===== config.mk =====
export PLATFORM = sky130hd
export DESIGN_NAME = glos_front
export DESIGN_NICKNAME = d
export VERILOG_FILES = /design/src/hdl/glos_pkg.sv /design/src/hdl/glos_front.sv
export SDC_FILE = /design/constraint.sdc
export NUM_CORES = 1
export LEC_CHECK = 0
export ABC_AREA = 1
export BUFFER_PORTS_ARGS = -buffer_cell sky130_fd_sc_hd__buf_2
export CAP_MARGIN = 10
export CORE_MARGIN = 5
export CORE_UTILIZATION = 42
export DETAILED_ROUTE_END_ITERATION = 12
export GPL_TIMING_DRIVEN = 0
export PLACE_DENSITY = 0.72
export SYNTH_ARGS = -nofsm -noshare
export SYNTH_HDL_FRONTEND = slang
export SYNTH_SLANG_ARGS = --single-unit

===== constraint.sdc =====
create_clock -name vclk -period 1.7
set_input_delay 0.085 -clock vclk [all_inputs]
set_output_delay 0.085 -clock vclk [all_outputs]
set_load 0.01 [all_outputs]

===== src/hdl/glos_pkg.sv =====
`timescale 1ns / 1ps
package glos_pkg;

  localparam int unsigned DEF_MAX_WIDTH  = 256;
  localparam int unsigned DEF_MAX_HEIGHT = 256;

  localparam int unsigned COORD_W  = 8;
  localparam int unsigned REG_W    = 9;
  localparam int unsigned STATE_W  = 2;
  localparam int unsigned ACC_W    = 17;
  localparam int unsigned QUEUE_DEPTH = 2;

  localparam logic [REG_W-1:0] GRID_WIDTH_RST  = 9'd200;
  localparam logic [REG_W-1:0] GRID_HEIGHT_RST = 9'd150;

  localparam logic [STATE_W-1:0] CELL_UNKNOWN = 2'd0;
  localparam logic [STATE_W-1:0] CELL_FREE    = 2'd1;

  localparam logic [1:0] DIAG_FIRST  = 2'd0;
  localparam logic [1:0] DIAG_SECOND = 2'd1;
  localparam logic [1:0] DIAG_LAST   = 2'd2;

  typedef enum logic {
    CMD_WRITE = 1'b0,
    CMD_QUERY = 1'b1
  } cmd_e;

  typedef enum logic {
    REG_GRID_WIDTH  = 1'b0,
    REG_GRID_HEIGHT = 1'b1
  } cfg_reg_e;

  typedef enum logic [1:0] {
    ST_CLEAR,
    ST_IDLE,
    ST_WALK,
    ST_RESULT
  } back_state_e;

  typedef struct packed {
    cmd_e               cmd;
    logic [COORD_W-1:0] x;
    logic [COORD_W-1:0] y;
    logic [COORD_W-1:0] nx;
    logic [COORD_W-1:0] ny;
    logic               neg_x;
    logic               neg_y;
    logic [STATE_W-1:0] wr_state;
    logic               wr_ok;
  } job_t;

  typedef struct packed {
    logic full;
    logic empty;
  } queue_status_t;

  typedef struct packed {
    logic clearing;
  } back_status_t;

endpackage


===== src/hdl/glos_front.sv =====
`timescale 1ns / 1ps
module glos_front #(
  parameter int unsigned MAX_WIDTH  = glos_pkg::DEF_MAX_WIDTH,
  parameter int unsigned MAX_HEIGHT = glos_pkg::DEF_MAX_HEIGHT
) (
  input  logic                                    in_valid_i,
  output logic                                    in_ready_o,
  input  logic                                    cmd_i,
  input  logic [glos_pkg::COORD_W-1:0]            start_x_i,
  input  logic [glos_pkg::COORD_W-1:0]            start_y_i,
  input  logic [glos_pkg::COORD_W-1:0]            end_x_i,
  input  logic [glos_pkg::COORD_W-1:0]            end_y_i,
  input  logic [glos_pkg::STATE_W-1:0]            write_state_i,
  input  glos_pkg::queue_status_t                 q_status_i,
  input  glos_pkg::back_status_t                  b_status_i,
  output logic                                    push_o,
  output glos_pkg::job_t                          job_o
);
  import glos_pkg::*;

  assign in_ready_o = !q_status_i.full && !b_status_i.clearing;
  assign push_o     = in_valid_i && in_ready_o;

  always_comb begin
    job_o.cmd      = cmd_e'(cmd_i);
    job_o.x        = start_x_i;
    job_o.y        = start_y_i;
    job_o.neg_x    = end_x_i < start_x_i;
    job_o.neg_y    = end_y_i < start_y_i;
    job_o.nx       = job_o.neg_x ? (start_x_i - end_x_i) : (end_x_i - start_x_i);
    job_o.ny       = job_o.neg_y ? (start_y_i - end_y_i) : (end_y_i - start_y_i);
    job_o.wr_state = write_state_i;
    job_o.wr_ok    = (32'(start_x_i) < MAX_WIDTH) && (32'(start_y_i) < MAX_HEIGHT);
  end

endmodule


[Word-level counts from Yosys, hierarchy flattened]
Cells that the tools add are included.
Cells by class
  div/mod/pow operators: 0
  muxes and demuxes: 2
  equality and inequality tests: 0
  bitwise gates (word level): 0
  reduce and logical (&&, ||, !) cells: 4
  shifts and indexed selects: 0
  $mul: 0
  add/sub/neg operators: 4
  magnitude comparators: 2
Operators by type and width (number)
  8-bit subtractor: 4
  8-bit < comparator: 2
  8-bit 2-to-1 mux: 2
  1-bit logical AND: 2
  1-bit zero test: 2
Storage, ports and cells
  word-level logic and storage cells: 12
  bits in writable memories: 0
  latch bits: 0
  input port bits: 39
  bits in read-only memories: 0
  register bits after elaboration: 0
  output and inout port bits: 40
  memories: 0

[Logic depth before layout (Yosys ltp)]
  depth in word-level cells: 3
  mapped depth: 11
  depth with buffers taken out: 11

[Worst setup path after synthesis]
Ideal clock, no wire load.
  path type: input to output
  start point: in end_x_i[0] in the netlist's numbering
  end point: out job_o[18] in the netlist's numbering
  stages on the path: 11
  data arrival time: 1.322 ns
  path buffers: 0
  path slack: 0.293 ns
  required time: 1.615 ns
  path through: inv_1 ha_1 fa_1 inv_1 nand3_1 nand3_1 nand2_1 nand2_4 inv_4 nand2_1 nand2_1
RTL lines
  start: declaration: RTL line glos_front.sv:11  | input logic [glos_pkg::COORD_W-1:0] end_x_i,
  end: declaration: RTL line glos_front.sv:17  | output glos_pkg::job_t job_o

==> qor.csv <==
stage;metric;value;unit
route;antenna_left;0;
synth;synth_area_per_cell;5.671;µm²
synth;ys_seq_area_frac;0;
route;first_iter_violations;71;
route;vias_per_cell;4.425;
route;drt-wirelength-per-cell;9.228;µm
floorplanning;initial_core_util;0.4288;
final_layout;num-fill-cells;444;
global_routing;met1_usage;0.1474;
synth;netlist_instances;327;
final_layout;syn_to_final_growth;29.28;%
route;drc;0;
sta;setup_viol;0;
synth;synth_area_leaders;nand2_1 24%, ha_1 23%, inv_1 14%;
pwr;power_leakage;1.609;nW
placement;place_area;0.002290;mm²
floorplanning;core;0.004324;mm²
sta;rsz0062_at_grt;yes;
final_layout;seq_cell_count;0;
sta;finalCriticalPeriod;1.610;ns
final_layout;nNetsFinal;484;
placement;gp_congestion;0.8606;
global_routing;grt.busiest_layer;met2;
placement;numPortBuffers;74;
placement;place_inst;453;
global_routing;grtUsageMet3;0.01064;
global_routing;grt.total_usage;0.1347;
final_layout;drive_gt1_frac;0.3259;
final_layout;clockBufferCount;0;
floorplanning;rows;24;
run_status;outcome;finished, final reports clean;
floorplanning;die_w;76.45;µm
run;cap_viol_max_count;0;
synth;synth_cell_type_count;21;
synth;yosys_warnings;0;
critical_path;crit_path_start_kind;input pin;
critical_path;crit_end;job_o[19];
critical_path;crit_path_end_kind;primary output;
sta;fmax;621.1;MHz
critical_path;critPathMaxFanout;6;
final_layout;final_cell_area;0.002397;mm²
final_layout;seqCellArea;0;µm²
critical_path;worst_ep_required_time;1.62;ns
synth;syn_area;0.001854;mm²
pwr;powerDensity;363.1;mW/mm²
route;vias;2022;
critical_path;critPathKind;input pin to primary output;
synth;synth.top_cell.area_share;0.2429;
global_routing;antenna_found_initial;0;
final_layout;antennaDiodeCount;0;
global_routing;grt_pass1_vias;1885;
synth;synth_fp_nets;404;
sta;post-route-period-util;0.9470;
global_routing;grt.overflow.total;0;
sta;tns;0;ns
placement;dp_hpwl;3.666;mm
final_layout;fin_cells;457;
critical_path;crit_start;end_x_i[0];
pwr;irDropWorstVdd;0.1622;mV
route;wirelength;4.217;mm
global_routing;met2_usage;0.2842;
route;dr.pass1.iters;5;
floorplanning;fp.dieH;76.45;µm
synth;synth_top_cell_by_area;nand2_1;
floorplanning;ioPinCount;79;
global_routing;grt_max_degree;10;
critical_path;cp_data_arrival_time;1.52;ns
floorplanning;fp.dieArea;0.005844;mm²
sta;timing_hold_violations_final;0;
global_routing;grt_pass1_wl;7.210;mm
hold_path;min_path_type;input pin to primary output;
sta;final_max_slew_viol_count;0;
[cell families after synthesis]
family	synth area share
AND/OR/NAND/NOR	0.3610
XOR/XNOR	0.05668
other	0.002022
adder cells (fa/ha/maj)	0.2726
buffers and inverters	0.2470
AO/OA/AOI/OAI	0.06073
[metal layers]
layer | vias to the layer above | routed length [µm]
met3 | 4 | 223
met1 | 850 | 1712
li1 | 1122 | -
met5 | - | 0
met4 | 0 | 36
met2 | 46 | 2245
[what timing repair did]
item | 4_1_cts | 5_1_grt
resized for setup | 4 | 21
endpoints found under the setup margin | 14 | 15
pin swaps | 2 | 6
gates cloned | 2 | 0
setup buffers | 0 | 2
hold buffers | 0 | 0
[cell usage after synthesis, drive strengths merged]
library cell  count
o21ai             4
conb              1
clkbuf            2
nand3b            2
a21oi            14
nor3b             1
nand3            22
xnor2             2
ha               34
buf              24
xor2             10
fa                4
nand2           124
o21a              2
inv              70
nor2              7
nand4             4
[critical path, stage by stage]
cell,delay (ns)
buf_4,0.09
inv_1,0.05
ha_2,0.17
fa_2,0.40
inv_2,0.08
nand3_2,0.08
nand3_4,0.09
nand2_4,0.07
nand2_4,0.11
inv_4,0.06
nand2_1,0.05
nand2_1,0.05
buf_2,0.13
[through the flow]
| stage | worst slack (ns) | hold WS [ns] | power (mW) | util |
|---|---|---|---|---|
| floorplan | 0.2933 | 0.2129 | 0.5741 | - |
| global placement | -0.05391 | 0.3562 | 0.8191 | 0.5295 |
| detailed placement | -0.06353 | 0.3570 | 0.8302 | 0.5295 |
| CTS | 0.02193 | 0.3570 | 0.8463 | 0.5353 |
| global route | -0.01455 | 0.3655 | 0.9915 | 0.5544 |
| finish | 0.09003 | 0.3546 | 0.8706 | 0.5544 |
[worst min path at each step]
stage / depth (start not counted) / endpoint / from
after floorplan: 1 / in_ready_o / q_status_i[1]
after global placement: 2 / job_o[1] / write_state_i[0]
after detailed placement: 2 / job_o[2] / write_state_i[1]
after CTS: 2 / job_o[2] / write_state_i[1]
after global routing: 2 / job_o[37] / cmd_i
final: 2 / job_o[37] / cmd_i
[cell usage in the layout, fill, tap and decap left out, types with 4 or more instances in the layout]
cell type  netlist  layout
nand2_1        120     115
buf_2            0      72
inv_1           68      65
ha_1            34      31
buf_4           24      27
nand3_1         22      18
a21oi_1         12      11
xor2_1          10      10
nand2_2          2       7
nor2_1           7       7
nand2_4          2       4
nand4_1          4       4
o21ai_0          4       4
fa_2             0       4
[area by class of cell]
type	instances	area (µm²)	area share
Multi-Input combinational cell	233	1480	0.6174
Timing Repair Buffer	76	394.1	0.1644
Inverter	70	267.8	0.1117
Buffer	26	190.2	0.07933
Tap cell	52	65.06	0.02714
[where the power goes]
group | switching (mW) | internal [mW]
clock | 0 | 0
sequential | 0 | 0
combinational | 0.497 | 0.374
Power figures use the tool's default switching activity.
