## config.mk

```make
export PLATFORM = sky130hd
export DESIGN_NAME = glos_queue
export DESIGN_NICKNAME = d
export VERILOG_FILES = /design/src/hdl/glos_pkg.sv /design/src/hdl/glos_queue.sv
export SDC_FILE = /design/constraint.sdc
export NUM_CORES = 1
export LEC_CHECK = 0
export BUFFER_PORTS_ARGS = -buffer_cell sky130_fd_sc_hd__clkbuf_2
export CORE_MARGIN = 2
export CORE_UTILIZATION = 51
export DETAILED_ROUTE_END_ITERATION = 10
export MAX_ROUTING_LAYER = met4
export PLACE_DENSITY = 0.78
export SETUP_SLACK_MARGIN = 0.3
export SLEW_MARGIN = 20
export SYNTH_ARGS = -nofsm -noshare
export SYNTH_HDL_FRONTEND = slang
export SYNTH_SLANG_ARGS = --single-unit
```

## constraint.sdc

```tcl
create_clock -name clk_i -period 3.7 [get_ports clk_i]
set_clock_uncertainty 0.1 [all_clocks]
set_input_delay 0.925 -clock clk_i [delete_from_list [all_inputs] [get_ports clk_i]]
set_output_delay 0.925 -clock clk_i [all_outputs]
set_load 0.02 [all_outputs]
```

## src/hdl/glos_pkg.sv

```systemverilog
`timescale 1ns / 1ps
package glos_pkg;

  localparam int unsigned DEF_MAX_WIDTH  = 256;
  localparam int unsigned DEF_MAX_HEIGHT = 256;

  localparam int unsigned COORD_W  = 8;
  localparam int unsigned REG_W    = 9;
  localparam int unsigned STATE_W  = 2;
  localparam int unsigned ACC_W    = 17;
  localparam int unsigned QUEUE_DEPTH = 2;

  localparam logic [REG_W-1:0] GRID_WIDTH_RST  = 9'd200;
  localparam logic [REG_W-1:0] GRID_HEIGHT_RST = 9'd150;

  localparam logic [STATE_W-1:0] CELL_UNKNOWN = 2'd0;
  localparam logic [STATE_W-1:0] CELL_FREE    = 2'd1;

  localparam logic [1:0] DIAG_FIRST  = 2'd0;
  localparam logic [1:0] DIAG_SECOND = 2'd1;
  localparam logic [1:0] DIAG_LAST   = 2'd2;

  typedef enum logic {
    CMD_WRITE = 1'b0,
    CMD_QUERY = 1'b1
  } cmd_e;

  typedef enum logic {
    REG_GRID_WIDTH  = 1'b0,
    REG_GRID_HEIGHT = 1'b1
  } cfg_reg_e;

  typedef enum logic [1:0] {
    ST_CLEAR,
    ST_IDLE,
    ST_WALK,
    ST_RESULT
  } back_state_e;

  typedef struct packed {
    cmd_e               cmd;
    logic [COORD_W-1:0] x;
    logic [COORD_W-1:0] y;
    logic [COORD_W-1:0] nx;
    logic [COORD_W-1:0] ny;
    logic               neg_x;
    logic               neg_y;
    logic [STATE_W-1:0] wr_state;
    logic               wr_ok;
  } job_t;

  typedef struct packed {
    logic full;
    logic empty;
  } queue_status_t;

  typedef struct packed {
    logic clearing;
  } back_status_t;

endpackage

```

## src/hdl/glos_queue.sv

```systemverilog
`timescale 1ns / 1ps
module glos_queue (
  input  logic                    clk_i,
  input  logic                    rst_ni,
  input  logic                    push_i,
  input  glos_pkg::job_t          job_i,
  input  logic                    pop_i,
  output glos_pkg::job_t          job_o,
  output logic                    job_valid_o,
  output glos_pkg::queue_status_t status_o
);
  import glos_pkg::*;

  localparam int unsigned PtrW = $clog2(QUEUE_DEPTH);

  job_t            slot_q [QUEUE_DEPTH];
  logic [PtrW-1:0] wr_ptr_q, wr_ptr_d;
  logic [PtrW-1:0] rd_ptr_q, rd_ptr_d;
  logic [PtrW:0]   count_q, count_d;
  logic            do_push, do_pop;

  assign status_o.full  = count_q == (PtrW+1)'(QUEUE_DEPTH);
  assign status_o.empty = count_q == '0;
  assign job_valid_o    = !status_o.empty;
  assign job_o          = slot_q[rd_ptr_q];

  assign do_push = push_i && !status_o.full;
  assign do_pop  = pop_i && !status_o.empty;

  always_comb begin
    wr_ptr_d = do_push ? wr_ptr_q + 1'b1 : wr_ptr_q;
    rd_ptr_d = do_pop ? rd_ptr_q + 1'b1 : rd_ptr_q;
    count_d  = count_q;
    if (do_push && !do_pop) begin
      count_d = count_q + 1'b1;
    end else if (do_pop && !do_push) begin
      count_d = count_q - 1'b1;
    end
  end

  always_ff @(posedge clk_i or negedge rst_ni) begin
    if (!rst_ni) begin
      wr_ptr_q <= '0;
      rd_ptr_q <= '0;
      count_q  <= '0;
    end else begin
      wr_ptr_q <= wr_ptr_d;
      rd_ptr_q <= rd_ptr_d;
      count_q  <= count_d;
    end
  end

  always_ff @(posedge clk_i) begin
    if (do_push) begin
      slot_q[wr_ptr_q] <= job_i;
    end
  end

endmodule

```

# ---- Word-level counts from Yosys, hierarchy flattened
# Memories as Yosys holds them, arrays and structs flattened.
# Index checks and enable logic that the tools add are counted.
dict set report totals {
  ram_bits 76
  romBits 0
  out_inout_bits 41
  word_cells 23
  regBits 4
  latchBits 0
  memories 1
}
dict set report op_classes {
  shift 0
  order_cmp 0
  n_reduce_logical 10
  muxes 4
  eq_ne 1
  n_div 0
  multipliers 0
  addsub 4
  bitwise_logic 0
}
# memory words word_bits rd rd_ports_with_merged_regs wr line
set mem_list {}
lappend mem_list {slot_q 2 38 1 0 1 glos_queue.sv:16} ;# job_t slot_q [QUEUE_DEPTH];
# operator count
set op_table {}
lappend op_table {{logical AND 1 bit} 4}
lappend op_table {{zero test 1 bit} 4}
lappend op_table {{2-to-1 mux 2 bit} 2}
lappend op_table {{adder 1 bit (second input constant)} 2}
lappend op_table {{adder 2 x 1 -> 2 bit (second input constant)} 1}
lappend op_table {{equality test 2 bit (second input constant)} 1}
lappend op_table {{zero test 2 bit} 1}
lappend op_table {{2-to-1 mux 1 bit} 2}
lappend op_table {{nonzero test 2 bit} 1}
lappend op_table {{subtractor 2 x 1 -> 2 bit (second input constant)} 1}

# ---- Depth between registers and ports, before layout
# Gate-level depths: netlist of run 1.
dict set report depth {
  ltp_word 7
  mapped_depth 7
  depth_no_buf 7
}

# ---- Worst setup path before layout of run 1
# OpenSTA, ideal clock, no wires.
dict set report synth_timing {
  path_kind {input -> register}
  startpoint {input port push_i}
  endpoint {memory slot_q[0][0] in the netlist's numbering (enable)}
  path_stages 2
  t_required_ns 3.167
  setup_slack_ns 0.551
  arrival_ns 2.616
  path_cell_list {nand2_1 nor2_1}
}
dict set report synth_between {
  elab_chain_len 3
}
# item line
set synth_rtl {}
lappend synth_rtl {{start: declaration} glos_queue.sv:5} ;# input logic push_i,
lappend synth_rtl {{logical AND 1 bit} glos_queue.sv:27} ;# assign do_push = push_i && !status_o.full;
lappend synth_rtl {{2-to-1 mux 1 bit} glos_queue.sv:54} ;# if (do_push) begin
lappend synth_rtl {{2-to-1 mux 1 bit (implied by the code)} glos_queue.sv:55} ;# slot_q[wr_ptr_q] <= job_i;
lappend synth_rtl {{end: declaration} glos_queue.sv:16}
# No other way between the ends.

==> flow_summary_export.csv, run 1 <==
group,metric,value,unit
outcome,outcome,"finished clean",
pwr,powerDensity,798,nW/um2
clock_tree,path_clk_slew,70,ps
route,routed_wl,4.69,mm
sta,hold_viol_final,0,
synthesis,yosysSeqAreaShare,0.797,
route,dr_total_vias,1513,
pwr,internal_power,1.96,mW
clock_tree,cts.sinks,80,
pwr,leakage,1.45,nW
place,io_buffers,82,
setup_path,crit_type,"reg -> out",
sta,rsz0062_at_grt,"no",
sta,whs,295,ps
clock_tree,hold_buffers,0,
sta,finalSetupViolations,0,
clock_tree,cts_buffers,9,
synthesis,syn_nets,181,
synthesis,postSynthCellCount,138,
clock_tree,cts_tree,"built",
floorplan,start_util,0.536,
layout,final_cells,307,
layout,layout_commonest_cell,"clkbuf_2",
synthesis,synth_seq_cells,80,
global_routing,antenna_found_initial,0,
floorplan,die_y,80.6,um
pwr,sw_frac_of_total,0.328,
pwr,seqPwrFrac,0.462,
global_routing,grt_pass1_vias,1568,
clock_tree,cts_post_setup_buffers_inserted,0,
setup_path,cp-end-kind,"output port",
synthesis,syn_area_per_cell,21.7,um2
pwr,total_power,2.91,mW
setup_path,path_max_fanout,19,
pwr,peakVddDrop,531,uV
layout,n_antenna_cell,0,
route,final_antenna_net_count,0,
synthesis,yosysWarnings,0,
floorplan,io_pins,83,
clock_tree,cts_root_buf,"clkbuf_8",
sta,timing.fmax,343,MHz
route,wl_per_cell,15.3,um
place,dp_hpwl,3.20,mm
setup_path,path_cells,"buf_4 > mux2_2 > clkbuf_2",
setup_path,cp_data_arrival_time,1890,ps
setup_path,critPathLaunchType,"flop",
place,gp_congestion,0.722,
route,viasPerCell,4.93,
setup_path,slowest_stage,"dfrtp_2",
synthesis,syn-cell-area,2990,um2
pwr,power_frac_comb,0.351,
layout,layout-drive-gt1-share,0.583,
sta,setup-tns-final,0,ps
layout,mostFrequentLayoutCells,"clkbuf_2 (82), edfxtp_1 (76), mux2_2 (28), clkbuf_8 (11), mux2_4 (10)",
global_routing,grt-ovfl-total,0,
layout,final_nets,273,
worst_hold_path,hold_class,"in -> async",
pwr,p_sw,956,uW
run,maxCapViolCount,0,
pwr,clock_power_share,0.188,
route,dr.pass1.iters,6,
floorplan,die_area,6490,um2
sta,fin_crit_sh,0.787,
clock_tree,cts_resized,0,
synthesis,synth.distinct_cells,16,
sta,period_needed,2910,ps
global_routing,grt_usage,0.156,
floorplan,die_x,80.6,um
place,dpl.cell_count,291,
clock_tree,cts_buffer_depth,2,
setup_path,max_stage_delay,670,ps
layout,final.fill_count,418,
sta,final_max_slew_viol_count,0,
setup_path,crit_required,2670,ps
route,drt_iter0_drc,95,
layout,area_delta_synth_final,22.1,%
global_routing,grt_max_degree,39,
route,route.detailed.drc,0,
sta,worst_slew_pin_slew,895,ps
floorplan,core_area,5570,um2
global_routing,grt_first_pass_wirelength,7.11,mm
clock_tree,insertion_delay,330,ps
sta,relSlewSlack,0.403,
floorplan,placementRows,27,
layout,final_util,0.655,
clock_tree,htreeDepth,3,
==> stage by stage <==
stage | setup WS (ps) | cell area, um2
final | 787 | 3650
after global routing | 689 | 3650
after CTS | 749 | 3650
after floorplan | 551 | 2990
after detailed placement | 1120 | 3480
after global placement | 1120 | 3480
==> cell usage after synthesis <==
cell type / n / share of area
xor2_1: 2 / 0.0059
or2_1: 1 / 0.0021
edfxtp_1: 76 / 0.76
nand2_1: 2 / 0.0025
dfrtp_1: 4 / 0.033
mux2_2: 28 / 0.11
and3_1: 1 / 0.0021
nor2_1: 2 / 0.0025
buf_4: 2 / 0.0050
inv_1: 3 / 0.0038
mux2_4: 10 / 0.050
ha_1: 1 / 0.0042
nand2b_1: 1 / 0.0021
buf_8: 1 / 0.0050
buf_6: 1 / 0.0038
xnor2_1: 3 / 0.0088
==> power by group through the flow <==
stage                     logic [mW]  clock network [mW]  registers (mW)
after floorplan                0.798                   0            1.31
after global placement          1.03                   0            1.36
after detailed placement        1.04                   0            1.37
after CTS                       1.04               0.565            1.35
after global routing            1.10               0.598            1.37
final                           1.02               0.547            1.35
==> layer usage <==
metal / GRT usage / vias to the layer above / part of all wire
met4: 0.0864 / 0 / 0.024
li1: - / 717 / -
met2: 0.241 / 66 / 0.46
met5: - / - / 0
met3: 0.0449 / 12 / 0.087
met1: 0.186 / 718 / 0.43
==> critical path: cells and delay by family, from the launching register on <==
family / cells / cell delay, ps
buffers and inverters: 2 / 510
multiplexers: 1 / 370
flip-flops: 1 / 670
==> worst paths after layout <==
kind	from	to	cells past startpoint	slack, ps
worst max-delay path	rd_ptr_q	job_o[12]	3	790
min in group clk_i	count_q[1]	count_q[1]	1	390
worst max register to register	count_q[0]	slot_q[0][4]	4	1770
worst min-delay path	rst_ni	rd_ptr_q	1	300
max in group asynchronous	rst_ni	rd_ptr_q	1	3060
worst min register to register	count_q[1]	count_q[1]	1	390
==> cell type report <==
type	instances	area (um2)	share of cell area
Clock buffer	16	170	0.0466
Inverter	3	11.3	0.00308
Multi-Input combinational cell	51	564	0.155
Sequential cell	80	2380	0.653
Tap cell	72	90.1	0.0247
Timing Repair Buffer	85	433	0.119
==> registers in the layout, indices dropped and copies added, names as in the netlist <==
register / flops
slot_q: 76
count_q: 2
rd_ptr_q: 1
wr_ptr_q: 1
==> logic make-up (layout without fill, tap and decap cells) <==
group	Yosys count	after routing	synth area share
flops	80	80	0.797
xor+xnor	5	5	0.0146
fa+ha+maj	1	1	0.00418
simple gates	7	7	0.0113
mux	38	38	0.156
buf+inv	7	104	0.0176
(Power assumes the default switching activity.)
==> run 2, diff against run 1 <==
==> constraint.sdc (replaced) <==
create_clock -name clk_i -period 2.8 [get_ports clk_i]
set_clock_uncertainty 0.1 [all_clocks]
set_input_delay 0.7 -clock clk_i [delete_from_list [all_inputs] [get_ports clk_i]]
set_output_delay 0.7 -clock clk_i [all_outputs]
set_load 0.02 [all_outputs]
==> run 2 against run 1 <==
Effect of this change: critical path depth unchanged; clock-buffer cell count shrank 5; final cell count is the same; wire length is 4.5% higher; register-to-register slack lost 890 ps; global-route usage grew 1.3 points; sequential power rose by 30%; non-clock buffer count grew 1; setup slack got worse by 430 ps; sequential cell count did not move; total power up 35%.
==> flow_summary_export.csv, run 2 (synthesis results as in run 1) <==
group,metric,value,unit
layout,final.fill_count,406,
place,dpl.cell_count,292,
pwr,clock_power_share,0.196,
setup_path,crit_type,"reg -> out",
sta,fin_crit_sh,0.874,
place,gp_congestion,0.696,
sta,relSlewSlack,0.632,
outcome,outcome,"finished clean",
layout,layout_commonest_cell,"clkbuf_2",
clock_tree,cts_buffers,9,
layout,final_nets,274,
sta,timing.fmax,409,MHz
layout,layout-drive-gt1-share,0.591,
pwr,powerDensity,1070,nW/um2
route,drt_iter0_drc,93,
layout,mostFrequentLayoutCells,"clkbuf_2 (82), edfxtp_1 (76), mux2_2 (28), mux2_4 (10), clkbuf_8 (9)",
pwr,seqPwrFrac,0.444,
route,viasPerCell,4.95,
clock_tree,cts_post_setup_buffers_inserted,0,
place,dp_slack,614,ps
pwr,peakVddDrop,602,uV
sta,final_max_slew_viol_count,0,
layout,final_util,0.660,
clock_tree,insertion_delay,340,ps
sta,hold_viol_final,0,
route,dr.pass1.iters,6,
global_routing,grt_first_pass_wirelength,7.53,mm
clock_tree,cts_buffer_depth,2,
global_routing,grt-ovfl-total,0,
sta,finalSetupViolations,0,
place,postPlaceCellArea,3500,um2
global_routing,antenna_found_initial,0,
floorplan,io_pins,83,
route,route.detailed.drc,0,
clock_tree,hold_buffers,0,
setup_path,cp-end-kind,"output port",
layout,final_cells,307,
floorplan,core_area,5570,um2
route,final_antenna_net_count,0,
sta,period_needed,2450,ps
setup_path,rr_endpoint,"slot_q[0][24]",
clock_tree,cts.sinks,80,
floorplan,die_area,6490,um2
route,wl_per_cell,16.0,um
setup_path,reg2reg_slack,880,ps
setup_path,crit_required,2000,ps
sta,worst_slew_pin_slew,550,ps
pwr,p_sw,1.30,mW
layout,n_antenna_cell,0,
clock_tree,path_clk_slew,70,ps
setup_path,path_max_fanout,32,
setup_path,critPathLaunchType,"flop",
place,io_buffers,82,
setup_path,rr_worst_depth,4,
layout,register_area,2380,um2
pwr,power_frac_comb,0.360,
layout,final_cell_area,3680,um2
run,maxCapViolCount,0,
layout,multiInputGateArea,564,um2
clock_tree,htreeDepth,3,
global_routing,grt_usage,0.169,
pwr,internal_power,2.64,mW
layout,area_delta_synth_final,23.1,%
floorplan,start_util,0.536,
clock_tree,cts_resized,0,
clock_tree,cts_tree,"built",
floorplan,die_y,80.6,um
worst_hold_path,hold_class,"in -> async",
layout,reg.largest.list,"slot_q: 76 flops, count_q: 2 flops",
layout,top_register,"slot_q",
pwr,sw_frac_of_total,0.330,
sta,setup_ws,353,ps
sta,setup-tns-final,0,ps
floorplan,placementRows,27,
clock_tree,cts_root_buf,"clkbuf_8",
route,dr_total_vias,1519,
route,routed_wl,4.90,mm
setup_path,reg2reg_from,"count_q[0]",
setup_path,cp_data_arrival_time,1650,ps
global_routing,grt_pass1_vias,1585,
global_routing,grt_max_degree,39,
sta,rsz0062_at_grt,"no",
layout,largest_reg_flops,76,
pwr,leakage,1.46,nW
setup_path,setup.worst_path.start,"rd_ptr_q",
floorplan,die_x,80.6,um
==> run 2: changes by cell type in the layout (fill, tap and decap cells not counted) <==
| cell | delta |
|---|---|
| buf_12 | +1 |
| bufinv_16 | +1 |
| clkbuf_1 | -3 |
| clkbuf_8 | -2 |
| clkinv_1 | +1 |
| clkinv_2 | +1 |
| clkinvlp_4 | +1 |
==> run 2: layout make-up <==
class,instances,area share
Clock buffer,11,0.0357
Clock inverter,4,0.0126
Inverter,3,0.00306
Multi-Input combinational cell,51,0.153
Sequential cell,80,0.648
Tap cell,72,0.0245
Timing Repair Buffer,86,0.123
==> run 2: worst max-delay path, stage by stage (launching register included) <==
cell and delay, ps:
dfrtp_2 490, buf_12 260, mux2_2 370, clkbuf_2 160
==> run 2: power by group through the flow <==
| stage | registers [mW] | logic, mW | clock network, mW |
|---|---|---|---|
| after CTS | 1.75 | 1.44 | 0.796 |
| after global routing | 1.77 | 1.52 | 0.839 |
| after global placement | 1.76 | 1.43 | 0 |
| after detailed placement | 1.77 | 1.44 | 0 |
| final | 1.75 | 1.42 | 0.772 |
| after floorplan | 1.73 | 1.06 | 0 |
==> run 2: routing by layer <==
layer  global-route usage  wire length [um]  share of wire
met4               0.0966               112          0.023
met5                    -                 0              0
met2                0.268              2320           0.47
met3               0.0371               329          0.067
met1                0.202              2140           0.44
==> run 2: worst max path at each step <==
| stage | cells past startpoint | slack [ps] | to |
|---|---|---|---|
| finish | 3 | 350 | job_o[34] |
| global route | 3 | 310 | job_o[25] |
| CTS | 3 | 330 | job_o[34] |
| detailed placement | 4 | 610 | slot_q[0][3] |
| global placement | 4 | 650 | slot_q[0][18] |
| floorplan | 2 | 500 | slot_q[0][0] |
==> run 2: stage by stage <==
step	hold WS (ps)	total power, mW
after floorplan	304	2.79
after global routing	46.2	4.13
after global placement	377	3.19
final	53.3	3.93
after CTS	41.2	3.99
after detailed placement	386	3.21
